$ cat config.mk
export PLATFORM = sky130hd
export DESIGN_NAME = humidity_sensor_frame_decoder_unit
export DESIGN_NICKNAME = d
export VERILOG_FILES = /design/src/sv/hsfd_pkg.sv /design/src/sv/humidity_sensor_frame_decoder_unit.sv /design/src/sv/hsfd_front.sv /design/src/sv/hsfd_queue.sv /design/src/sv/hsfd_back.sv
export SDC_FILE = /design/constraint.sdc
export NUM_CORES = 1
export LEC_CHECK = 0
export ABC_AREA = 1
export BUFFER_PORTS_ARGS = -buffer_cell sky130_fd_sc_hd__buf_4
export CAP_MARGIN = 10
export CELL_PAD_IN_SITES_DETAIL_PLACEMENT = 1
export CELL_PAD_IN_SITES_GLOBAL_PLACEMENT = 2
export CORE_MARGIN = 1.5
export CORE_UTILIZATION = 40
export DETAILED_ROUTE_END_ITERATION = 16
export GPL_ROUTABILITY_DRIVEN = 1
export PLACE_DENSITY_LB_ADDON = 0.25
export SETUP_SLACK_MARGIN = 0.4
export SLEW_MARGIN = 0
export SYNTH_ARGS = -nofsm -noshare
export SYNTH_HDL_FRONTEND = slang
export SYNTH_SLANG_ARGS = --single-unit
$ cat constraint.sdc
create_clock -name aclk -period 13.9 [get_ports aclk]
set_clock_uncertainty 0.05 [all_clocks]
set_input_delay 2.78 -clock aclk [delete_from_list [all_inputs] [get_ports aclk]]
set_output_delay 2.78 -clock aclk [all_outputs]
set_load 0.01 [all_outputs]
$ cat src/sv/hsfd_pkg.sv
// ----------------------------------------------------------------------------
// hsfd_pkg: shared types and constants of the humidity frame decoder
// Frame byte positions, status codes, CRC-8 step and conversion constants.
// ----------------------------------------------------------------------------
`default_nettype none

package hsfd_pkg;

    // Byte positions inside a measurement frame
    localparam logic [2:0] POS_T_HI  = 3'd0;
    localparam logic [2:0] POS_T_LO  = 3'd1;
    localparam logic [2:0] POS_T_CRC = 3'd2;
    localparam logic [2:0] POS_H_HI  = 3'd3;
    localparam logic [2:0] POS_H_LO  = 3'd4;
    localparam logic [2:0] POS_H_CRC = 3'd5;

    // Frame status codes
    localparam logic [1:0] STATUS_OK       = 2'd0;
    localparam logic [1:0] STATUS_TEMP_CRC = 2'd1;
    localparam logic [1:0] STATUS_HUM_CRC  = 2'd2;

    // CRC-8, MSB first
    localparam logic [7:0] CRC_POLY = 8'h31;
    localparam logic [7:0] CRC_INIT = 8'hFF;

    // Conversion: floor(scale * raw / 65535)
    localparam logic [14:0] TEMP_SCALE  = 15'd17500;
    localparam logic [14:0] TEMP_OFFSET = 15'd4500;
    localparam logic [13:0] HUM_SCALE   = 14'd10000;
    localparam logic [16:0] WORD_ALL_ONES = 17'd65535;

    // Request queue between front and back
    localparam int QUEUE_DEPTH = 2;
    localparam int QPTR_W      = (QUEUE_DEPTH > 1) ? $clog2(QUEUE_DEPTH) : 1;
    localparam int QCNT_W      = $clog2(QUEUE_DEPTH + 1);

    // One decoded frame, waiting for conversion
    typedef struct packed {
        logic [15:0] raw_temperature;
        logic [15:0] raw_humidity;
        logic [1:0]  frame_status;
    } job_t;

    function automatic logic [7:0] crc8_update(input logic [7:0] crc, input logic [7:0] b);
        logic [7:0] v;
        v = crc ^ b;
        for (int i = 0; i < 8; i++) begin
            if (v[7]) begin
                v = {v[6:0], 1'b0} ^ CRC_POLY;
            end else begin
                v = {v[6:0], 1'b0};
            end
        end
        return v;
    endfunction

endpackage

`default_nettype wire

$ cat src/sv/humidity_sensor_frame_decoder_unit.sv
// Path: a frame's request is written into the queue as its sixth byte is accepted,
//   then passes the scale multiply register and the divide-by-65535 correction into
//   the output register; a stalled result port can hold it on the way.
// Throughput: one byte per cycle while the queue has room; one result per complete frame.
//   Converter: one request per cycle unless the result port stalls, the only hold on bytes.
// Reset (aresetn low, synchronous): byte position to zero, CRC to 0xFF, queue empty,
//   no result pending.
// ----------------------------------------------------------------------------
// humidity_sensor_frame_decoder_unit: temperature/humidity frame decoder
// Front checks CRC-8 over the two words of each six-byte frame, a short queue
// holds complete frames, back converts raw words to centi-units.
// ----------------------------------------------------------------------------
`default_nettype none

module humidity_sensor_frame_decoder_unit (
    input  wire logic               aclk,
    input  wire logic               aresetn,
    // byte input
    input  wire logic               s_valid,
    output logic                    s_ready,
    input  wire logic [7:0]         s_rx_byte,
    input  wire logic               s_frame_start,
    // result output
    output logic                    m_valid,
    input  wire logic               m_ready,
    output logic signed [14:0]      m_temperature_centi,
    output logic        [13:0]      m_humidity_centi,
    output logic        [15:0]      m_raw_temperature,
    output logic        [15:0]      m_raw_humidity,
    output logic        [1:0]       m_frame_status
);
    import hsfd_pkg::*;

    logic in_accept;
    logic push_valid, push_ready;
    job_t push_data;
    logic pop_valid, pop_ready;
    job_t pop_data;

    // The byte input only waits when the queue is full; the front itself
    // never stalls. A frame's last byte then always finds room for its request.
    assign s_ready   = push_ready;
    assign in_accept = s_valid && s_ready;

    hsfd_front u_front (
        .aclk        (aclk),
        .aresetn     (aresetn),
        .in_accept   (in_accept),
        .rx_byte     (s_rx_byte),
        .frame_start (s_frame_start),
        .push_data   (push_data),
        .push_valid  (push_valid)
    );

    hsfd_queue u_queue (
        .aclk       (aclk),
        .aresetn    (aresetn),
        .push_valid (push_valid),
        .push_data  (push_data),
        .push_ready (push_ready),
        .pop_valid  (pop_valid),
        .pop_ready  (pop_ready),
        .pop_data   (pop_data)
    );

    // Back end: multiply stage and output register; results
    // leave in frame order.
    hsfd_back u_back (
        .aclk                (aclk),
        .aresetn             (aresetn),
        .pop_valid           (pop_valid),
        .pop_ready           (pop_ready),
        .pop_data            (pop_data),
        .m_valid             (m_valid),
        .m_ready             (m_ready),
        .m_temperature_centi (m_temperature_centi),
        .m_humidity_centi    (m_humidity_centi),
        .m_raw_temperature   (m_raw_temperature),
        .m_raw_humidity      (m_raw_humidity),
        .m_frame_status      (m_frame_status)
    );

    // every request the front raises must find room in the queue
    a_no_drop: assert property (@(posedge aclk) disable iff (!aresetn)
        push_valid |-> push_ready)
        else $error("frame request dropped at queue");

endmodule

`default_nettype wire

$ cat src/sv/hsfd_front.sv
// ----------------------------------------------------------------------------
// hsfd_front: frame byte intake
// Tracks the byte position, runs the CRC-8 and pushes one request per frame.
// ----------------------------------------------------------------------------
`default_nettype none

module hsfd_front (
    input  wire logic          aclk,
    input  wire logic          aresetn,
    input  wire logic          in_accept,
    input  wire logic [7:0]    rx_byte,
    input  wire logic          frame_start,
    output hsfd_pkg::job_t     push_data,
    output logic               push_valid
);
    import hsfd_pkg::*;

    logic [2:0]  pos_reg, pos_next;
    logic [7:0]  crc_reg, crc_next;
    logic [7:0]  high_reg, high_next;
    logic [15:0] temp_word_reg, temp_word_next;
    logic [15:0] hum_word_reg, hum_word_next;
    logic        tgood_reg, tgood_next;

    logic        restart;
    logic [2:0]  pos_eff;
    logic [7:0]  crc_base;
    logic [7:0]  crc_stepped;
    logic        hgood;

    assign restart     = frame_start || (pos_reg > POS_H_CRC);
    assign pos_eff     = restart ? POS_T_HI : pos_reg;
    assign crc_base    = restart ? CRC_INIT : crc_reg;
    assign crc_stepped = crc8_update(crc_base, rx_byte);
    assign hgood       = (crc_base == rx_byte);

    always_comb begin
        pos_next       = pos_reg;
        crc_next       = crc_reg;
        high_next      = high_reg;
        temp_word_next = temp_word_reg;
        hum_word_next  = hum_word_reg;
        tgood_next     = tgood_reg;
        push_valid     = 1'b0;
        if (in_accept) begin
            pos_next = pos_eff + 3'd1;
            unique case (pos_eff)
                POS_T_HI, POS_H_HI: begin
                    crc_next  = crc_stepped;
                    high_next = rx_byte;
                end
                POS_T_LO: begin
                    crc_next       = crc_stepped;
                    temp_word_next = {high_reg, rx_byte};
                end
                POS_T_CRC: begin
                    tgood_next = hgood;
                    crc_next   = CRC_INIT;
                end
                POS_H_LO: begin
                    crc_next      = crc_stepped;
                    hum_word_next = {high_reg, rx_byte};
                end
                default: begin
                    // last byte: humidity CRC, frame complete
                    crc_next   = CRC_INIT;
                    pos_next   = POS_T_HI;
                    push_valid = 1'b1;
                end
            endcase
        end
    end

    // temperature check has priority over humidity
    always_comb begin
        push_data.raw_temperature = temp_word_reg;
        push_data.raw_humidity    = hum_word_reg;
        if (!tgood_reg) begin
            push_data.frame_status = STATUS_TEMP_CRC;
        end else if (!hgood) begin
            push_data.frame_status = STATUS_HUM_CRC;
        end else begin
            push_data.frame_status = STATUS_OK;
        end
    end

    always_ff @(posedge aclk) begin
        if (!aresetn) begin
            pos_reg       <= POS_T_HI;
            crc_reg       <= CRC_INIT;
            high_reg      <= 8'd0;
            temp_word_reg <= 16'd0;
            hum_word_reg  <= 16'd0;
            tgood_reg     <= 1'b0;
        end else begin
            pos_reg       <= pos_next;
            crc_reg       <= crc_next;
            high_reg      <= high_next;
            temp_word_reg <= temp_word_next;
            hum_word_reg  <= hum_word_next;
            tgood_reg     <= tgood_next;
        end
    end

    a_push_rewinds: assert property (@(posedge aclk) disable iff (!aresetn)
        push_valid |=> (pos_reg == POS_T_HI) && (crc_reg == CRC_INIT))
        else $error("front did not rewind after a complete frame");

endmodule

`default_nettype wire

$ cat src/sv/hsfd_queue.sv
// ----------------------------------------------------------------------------
// hsfd_queue: request queue
// Small FIFO of decoded frames between the byte intake and the converter.
// ----------------------------------------------------------------------------
`default_nettype none

module hsfd_queue (
    input  wire logic          aclk,
    input  wire logic          aresetn,
    input  wire logic          push_valid,
    input  wire hsfd_pkg::job_t push_data,
    output logic               push_ready,
    output logic               pop_valid,
    input  wire logic          pop_ready,
    output hsfd_pkg::job_t     pop_data
);
    import hsfd_pkg::*;

    job_t              mem [QUEUE_DEPTH];
    logic [QPTR_W-1:0] wr_ptr_reg, wr_ptr_next;
    logic [QPTR_W-1:0] rd_ptr_reg, rd_ptr_next;
    logic [QCNT_W-1:0] count_reg, count_next;
    logic              do_push, do_pop;

    assign push_ready = (count_reg != QCNT_W'(QUEUE_DEPTH));
    assign pop_valid  = (count_reg != '0);
    assign do_push    = push_valid && push_ready;
    assign do_pop     = pop_valid && pop_ready;
    assign pop_data   = mem[rd_ptr_reg];

    always_comb begin
        wr_ptr_next = wr_ptr_reg;
        rd_ptr_next = rd_ptr_reg;
        count_next  = count_reg;
        if (do_push) begin
            wr_ptr_next = (wr_ptr_reg == QPTR_W'(QUEUE_DEPTH - 1)) ? '0 : wr_ptr_reg + 1'b1;
        end
        if (do_pop) begin
            rd_ptr_next = (rd_ptr_reg == QPTR_W'(QUEUE_DEPTH - 1)) ? '0 : rd_ptr_reg + 1'b1;
        end
        if (do_push && !do_pop) begin
            count_next = count_reg + 1'b1;
        end else if (do_pop && !do_push) begin
            count_next = count_reg - 1'b1;
        end
    end

    always_ff @(posedge aclk) begin
        if (do_push) begin
            mem[wr_ptr_reg] <= push_data;
        end
    end

    always_ff @(posedge aclk) begin
        if (!aresetn) begin
            wr_ptr_reg <= '0;
            rd_ptr_reg <= '0;
            count_reg  <= '0;
        end else begin
            wr_ptr_reg <= wr_ptr_next;
            rd_ptr_reg <= rd_ptr_next;
            count_reg  <= count_next;
        end
    end

    a_count_bound: assert property (@(posedge aclk) disable iff (!aresetn)
        count_reg <= QCNT_W'(QUEUE_DEPTH))
        else $error("queue count beyond depth");

    a_count_track: assert property (@(posedge aclk) disable iff (!aresetn)
        (do_push && !do_pop) |=> (count_reg == $past(count_reg) + 1'b1))
        else $error("queue count missed a push");

endmodule

`default_nettype wire

$ cat src/sv/hsfd_back.sv
// ----------------------------------------------------------------------------
// hsfd_back: unit conversion
// Scale multiply, then divide by 65535 with a shift and one correction.
// ----------------------------------------------------------------------------
`default_nettype none

module hsfd_back (
    input  wire logic                aclk,
    input  wire logic                aresetn,
    input  wire logic                pop_valid,
    output logic                     pop_ready,
    input  wire hsfd_pkg::job_t      pop_data,
    output logic                     m_valid,
    input  wire logic                m_ready,
    output logic signed [14:0]       m_temperature_centi,
    output logic        [13:0]       m_humidity_centi,
    output logic        [15:0]       m_raw_temperature,
    output logic        [15:0]       m_raw_humidity,
    output logic        [1:0]        m_frame_status
);
    import hsfd_pkg::*;

    // stage 1: products
    logic        s1_valid_reg, s1_valid_next;
    job_t        s1_job_reg;
    logic [30:0] s1_tprod_reg;
    logic [29:0] s1_hprod_reg;

    // stage 2: output register
    logic        out_valid_reg, out_valid_next;
    logic signed [14:0] out_temp_reg;
    logic [13:0] out_hum_reg;
    job_t        out_job_reg;

    logic        out_free, s1_adv, s1_free, take;

    logic [14:0] tq0, tq;
    logic [16:0] tr;
    logic [13:0] hq0, hq;
    logic [16:0] hr;

    assign out_free  = !out_valid_reg || m_ready;
    assign s1_adv    = s1_valid_reg && out_free;
    assign s1_free   = !s1_valid_reg || s1_adv;
    assign pop_ready = s1_free;
    assign take      = pop_valid && s1_free;

    // x / 65535 = (x >> 16) plus one when (x mod 65536) + (x >> 16) reaches 65535
    assign tq0 = s1_tprod_reg[30:16];
    assign tr  = {1'b0, s1_tprod_reg[15:0]} + 17'(tq0);
    assign tq  = tq0 + 15'(tr >= WORD_ALL_ONES);
    assign hq0 = s1_hprod_reg[29:16];
    assign hr  = {1'b0, s1_hprod_reg[15:0]} + 17'(hq0);
    assign hq  = hq0 + 14'(hr >= WORD_ALL_ONES);

    always_comb begin
        s1_valid_next  = s1_valid_reg;
        out_valid_next = out_valid_reg;
        if (out_free) begin
            out_valid_next = s1_valid_reg;
        end
        if (s1_free) begin
            s1_valid_next = pop_valid;
        end
    end

    always_ff @(posedge aclk) begin
        if (take) begin
            s1_job_reg   <= pop_data;
            s1_tprod_reg <= 31'(pop_data.raw_temperature) * 31'(TEMP_SCALE);
            s1_hprod_reg <= 30'(pop_data.raw_humidity) * 30'(HUM_SCALE);
        end
        if (s1_adv) begin
            out_job_reg <= s1_job_reg;
            if (s1_job_reg.frame_status == STATUS_OK) begin
                out_temp_reg <= $signed(tq - TEMP_OFFSET);
                out_hum_reg  <= hq;
            end else begin
                out_temp_reg <= '0;
                out_hum_reg  <= '0;
            end
        end
    end

    always_ff @(posedge aclk) begin
        if (!aresetn) begin
            s1_valid_reg  <= 1'b0;
            out_valid_reg <= 1'b0;
        end else begin
            s1_valid_reg  <= s1_valid_next;
            out_valid_reg <= out_valid_next;
        end
    end

    assign m_valid             = out_valid_reg;
    assign m_temperature_centi = out_temp_reg;
    assign m_humidity_centi    = out_hum_reg;
    assign m_raw_temperature   = out_job_reg.raw_temperature;
    assign m_raw_humidity      = out_job_reg.raw_humidity;
    assign m_frame_status      = out_job_reg.frame_status;

    a_err_zero: assert property (@(posedge aclk) disable iff (!aresetn)
        (out_valid_reg && (out_job_reg.frame_status != STATUS_OK))
            |-> (out_temp_reg == '0) && (out_hum_reg == '0))
        else $error("converted values not zero on CRC error");

    a_s1_hold: assert property (@(posedge aclk) disable iff (!aresetn)
        (s1_valid_reg && !out_free) |=> s1_valid_reg && $stable(s1_tprod_reg)
            && $stable(s1_hprod_reg))
        else $error("stage 1 lost a request while stalled");

endmodule

`default_nettype wire

# --- Yosys cells after proc, flatten, opt, wreduce, memory -nomap -nowiden ---
# Memory sizes are Yosys's and may differ from the RTL's. A register that Yosys moved wholly into a read port is not among the register bits.
# Index checks and enable logic that the tools add are counted.
op_classes:
  add_sub_neg: 10
  mul: 2
  order_cmp: 3
  eq_ne: 6
  muxes: 24
  n_bitwise: 9
  reduce_logical: 24
ops:
  columns: ["cell", "count"]
  rows:
  - ["6-bit 2-to-1 mux", 8]
  - ["17-bit by 16-bit greater-or-equal comparator with 1-bit output, second input constant", 2]
  - ["16-bit by 13-bit multiplier with 29-bit output, second input constant", 1]
  - ["16-bit by 10-bit multiplier with 26-bit output, second input constant", 1]
  - ["3-bit inverter", 8]
  - ["16-bit by 14-bit adder with 17-bit output", 1]
  - ["16-bit by 15-bit adder with 17-bit output", 1]
  - ["8-bit 2-to-1 mux", 2]
  - ["15-bit by 1-bit adder with 15-bit output", 1]
  - ["15-bit by 13-bit subtractor with 15-bit output, second input constant", 1]
  - ["14-bit by 1-bit adder with 14-bit output", 1]
  - ["8-bit equality test", 1]
  - ["1-bit 2-to-1 mux", 8]
  - ["2-bit 2-to-1 mux", 4]
  - ["2-bit AND reduction", 4]
  - ["8-bit XOR", 1]
  - ["3-bit by 2-bit equality test with 1-bit output, second input constant", 2]
  - ["1-bit logical AND", 6]
  - ["3-bit 2-to-1 mux", 2]
  - ["5-bit OR reduction", 1]
  - ["1-bit logical NOT", 4]
  - ["2-bit nonzero test", 2]
  - ["4-bit OR reduction", 1]
  - ["3-bit by 1-bit adder with 3-bit output, second input constant", 1]
  - ["other kinds (11)", 14]
word_totals:
  register_bits: 210
  mem_bits_rw: 68
  input_bits: 13
  output_inout_bits: 65
  word_cells: 100
  memories: 1
memory_table:
  columns: ["name", "words", "word_bits", "read_ports", "rd_clocked_by_memory_dff", "write_ports", "line_no", "source"]
  rows:
  - ["u_queue.mem", 2, 34, 1, 1, 1, "hsfd_queue.sv:19", "job_t mem [QUEUE_DEPTH];"]

# --- Logic depth before layout (Yosys ltp) ---
depth:
  word_depth: 21
  ltp_mapped: 26

# --- Modules after synthesis ---
# From an unflattened synthesis, not the netlist that was laid out.
hier_totals:
  cells_unflattened: 1861
  hier_area_um2: 18136.1
by_module_without_submodules:
  columns: ["module", "n_inst", "cells_each", "area_per_inst_um2"]
  rows:
  - ["hsfd_back", 1, 1375, 12824.8]
  - ["hsfd_queue", 1, 143, 2849.0]
  - ["hsfd_front", 1, 341, 2454.9]
  - ["humidity_sensor_frame_decoder_unit", 1, 2, 7.5]

# --- Worst setup path before layout ---
# Ideal clock, no wire load.
synth_path:
  path_kind: "input to register"
  startpoint: "in m_ready"
  endpoint: "reg u_back.out_job_reg, in the netlist u_back.m_frame_status[0], enable pin"
  setup_time_ps: 505
  t_arrival_ps: 5885
  t_required_ps: 13345
  slack_ps: 7461
  stages: 2
  n_path_buf: 0
  cell_sequence: "inv_1 -> a21oi_1"
synth_via:
  elab_chain_cells: 2
synth_lines:
  columns: ["element", "line_no", "source"]
  rows:
  - ["from (decl)", "humidity_sensor_frame_decoder_unit.sv:25", "input wire logic m_ready,"]
  - ["1-bit logical OR", "hsfd_back.sv:42", "assign out_free = !out_valid_reg || m_ready;"]
  - ["1-bit logical AND", "hsfd_back.sv:43", "assign s1_adv = s1_valid_reg && out_free;"]
  - ["named net u_back.s1_adv", "hsfd_back.sv:35", "logic out_free, s1_adv, s1_free, take;"]
  - ["to (signal assigned)", "hsfd_back.sv:74", "out_job_reg <= s1_job_reg;"]
  - ["to (decl)", "hsfd_back.sv:33", "job_t out_job_reg;"]
# The timed path passes the listed nets, and every way through them passes these cells.
# A chain may end at the register's enable or synchronous reset.

==> metrics.md <==
| Metric | Value |
|---|---|
| Status | `finished clean` |
| Post-CTS Setup Bufs | `0` |
| CTS Buffer Depth | `3` |
| Largest net degree at the start of global routing | `73` |
| CTS resizes | `0` |
| YS warnings | `0` |
| WS Path Type | `reg2reg` |
| Total grt overflow | `0` |
| Hold Path Class | `reg2reg` |
| CTS Hold Bufs | `0` |
| Sink Count | `approximately 270` |
| GRT Total Usage | `19.8%` |
| Area post-placement | `0.0189 sq mm` |
| Most common cell in the netlist | `inv_1` |
| Initial antenna violation count | `0` |
| Setup-failing EPs final | `0` |
| Synth Instances | `roughly 1.8k` |
| Final setup margin | `approximately 7800 ps` |
| Worst Max-Slew Pin Slew | `approximately 1100 ps` |
| TritonRoute pass-1 iters | `5` |
| Iter 0 DRT Violations | `a little over 500` |
| CTS Root Cell | `clkbuf_16` |
| Average cell area after synthesis | `9.84 sq um` |
| Sum Neg Setup Slack | `0 ps` |
| Primary FF master, synth | `edfxtp_1` |
| Synth top area cells | `edfxtp_1, ha_1, fa_1` |
| Number of global-route vias before repair | `13.2k` |
| Syn-to-layout area delta | `13.5%` |
| Ant diodes | `0` |
| RSZ-0062 raised after global routing | `no` |
| WP data required | `14140 ps` |
| MaxCap Viol Count | `0` |
| Worst Path Arrival | `6290 ps` |
| Core area | `0.0433 sq mm` |
| Fraction of registers with async set or reset after synthesis | `0%` |
| Yosys cell types | `between 50 and 60` |
| Crit Path Max Fanout | `between 50 and 60` |
| Share of the synthesized area in the top cell type | `36.6%` |
| Max-slew headroom | `26.3%` |
| H-tree levels | `2` |
| Slew Viols, Final | `0` |
| Seq/Total Area, Yosys | `a little over two fifths` |
| GP Congestion | `~0.84` |
| Hold Crit Depth | `0` |
| Final Hold Vio Count | `0` |
| Dpl hpwl | `33.7 mm` |
| Max FFs per register | `68` |
| Layout cells sized above 1 | `approximately 10%` |
| Clock transition at the registers of the reported paths | `60 ps` |
| Synthesized net count | `2086` |
| Tmin final | `between 6000 and 7000 ps` |
| Synthesized flop and latch total | `274` |
| Die height | `213 um` |
| Synth cell count leaders | `inv_1, nand2_1, edfxtp_1` |
| CTS tree | `yes` |
| IO Count | `a little under 80` |
| Vias | `around 12k` |
| Fmax | `about 0.17 GHz` |
| I/O Buffers | `77` |
| Finished Cell Area | `about 0.02 sq mm` |
| Die width | `213 um` |
| Die ar. | `roughly 0.045 sq mm` |
| DR DRC count | `0` |
| Fin crit share | `between 40% and 50%` |
| Number of flops mapped to enable cells by yosys | `around 220` |
| Num CTS Buffers | `34` |
| ANT nets after route | `0` |
| Starting Density | `between 40% and 50%` |
| Wire length per cell | `about 17 um` |
| CP endpoint kind | `flip-flop` |
| Startpoint Class | `flip-flop` |
| First-pass GRT wire length | `~70 mm` |
| Cell taking the most area after synthesis | `edfxtp_1` |
| WL final | `about 43 mm` |
| Core Rows | `between 70 and 80` |
| Reg2Reg Depth | `21` |
| Netlist Area Pre-Place | `0.0176 sq mm` |
| Fin nets | `around 2.2k` |
| Vias per std cell | `4.95` |
| Worst-Skew Late Latency | `between 500 and 600 ps` |
| Place WS | `between 7000 and 8000 ps` |
[final cells by class]
type                       instances  area (sq um)
tap                              585           732
fill                            4890         23300
inverter                         343          1290
sequential                       274          7640
multi-input combinational       1152          8610
timing repair buffer              81           608
clock inverter                    19           194
clock buffer                      43           926
[cell families (layout without fill, tap and decap cells)]
kind of cell	after synthesis	after routing	synth area share, %
xor gates and xnor gates	50	50	2.57
DFF	274	274	43.3
buffers and inverters	364	486	7.90
AOI/OAI and AO/OA	286	286	8.88
muxes	13	13	0.831
adders and majority gates	283	283	23.6
and+or+nand+nor	520	520	12.9
[final timing paths]
check                        endpoint            startpoint  slack, ps
max           u_back.s1_tprod_reg[28]             flip-flop       7840
min          u_back.m_raw_humidity[4]  u_back.s1_job_reg[6]        360
max reg2reg   u_back.s1_tprod_reg[28]             flip-flop       7840
min reg2reg  u_back.m_raw_humidity[4]  u_back.s1_job_reg[6]        360
[per-layer routing]
metal	GRT usage, %	vias to the layer above	routed length, um
li1	-	6146	-
met1	25.9	6023	20100
met2	34.3	142	20700
met3	2.40	48	1070
met4	5.77	0	941
met5	0	-	0
[worst max-delay path, cell delays in order, from the launching register on]
cell     delay (ps)
dfxtp_2         980
nand2_1         130
o21ai_0         270
inv_1           320
ha_1            370
inv_1            50
fa_1            490
inv_1            40
ha_1            290
fa_1            480
inv_1            50
fa_1            540
inv_1            50
ha_1            380
nand2_1         120
inv_1            90
nand3_1         120
nor3_1          310
nand4_1         210
nand3_1         190
a21oi_1         100
xor2_1          150
[through the flow]
| step | utilization (%) | hold WS, ps | instances |
|---|---|---|---|
| 2_1_floorplan | - | 350 | 1790 |
| 3_3_place_gp | 43.6 | 351 | 2435 |
| 3_5_place_dp | 43.6 | 356 | 2435 |
| 4_1_cts | 46.2 | 362 | 2497 |
| 5_1_grt | 46.2 | 369 | 2497 |
| 6_report | 46.2 | 362 | 2497 |
[layout by cell type, fill, tap and decap left out, types with 3 or more instances in the layout]
cell        instances
xnor2_1            13
nor2_2              3
o21ai_0           118
a21boi_0            4
clkbuf_16          35
o21bai_1            6
inv_2               8
nand3b_1            8
clkinv_2            4
inv_1             333
o21a_1              5
a211oi_1            3
nand2_2             7
clkinvlp_4          6
inv_6               3
a21o_1             10
nand3_2             5
clkbuf_1            6
mux2_2             13
a21oi_1           112
fa_1               82
ha_1              201
nand4_2             3
nor4_1              3
clkinv_1            3
a31oi_1             5
buf_4              81
nand2_1           249
nand3_1            64
nor3_1             22
edfxtp_1          215
nor2_1            132
o21ai_1             4
xor2_1             35
dfxtp_1            58
o211ai_1            7
nand4_1            15
Power is left out: the tool's default activity adds up to more than one toggle a clock period on the data nets, which glitch-free logic cannot reach.
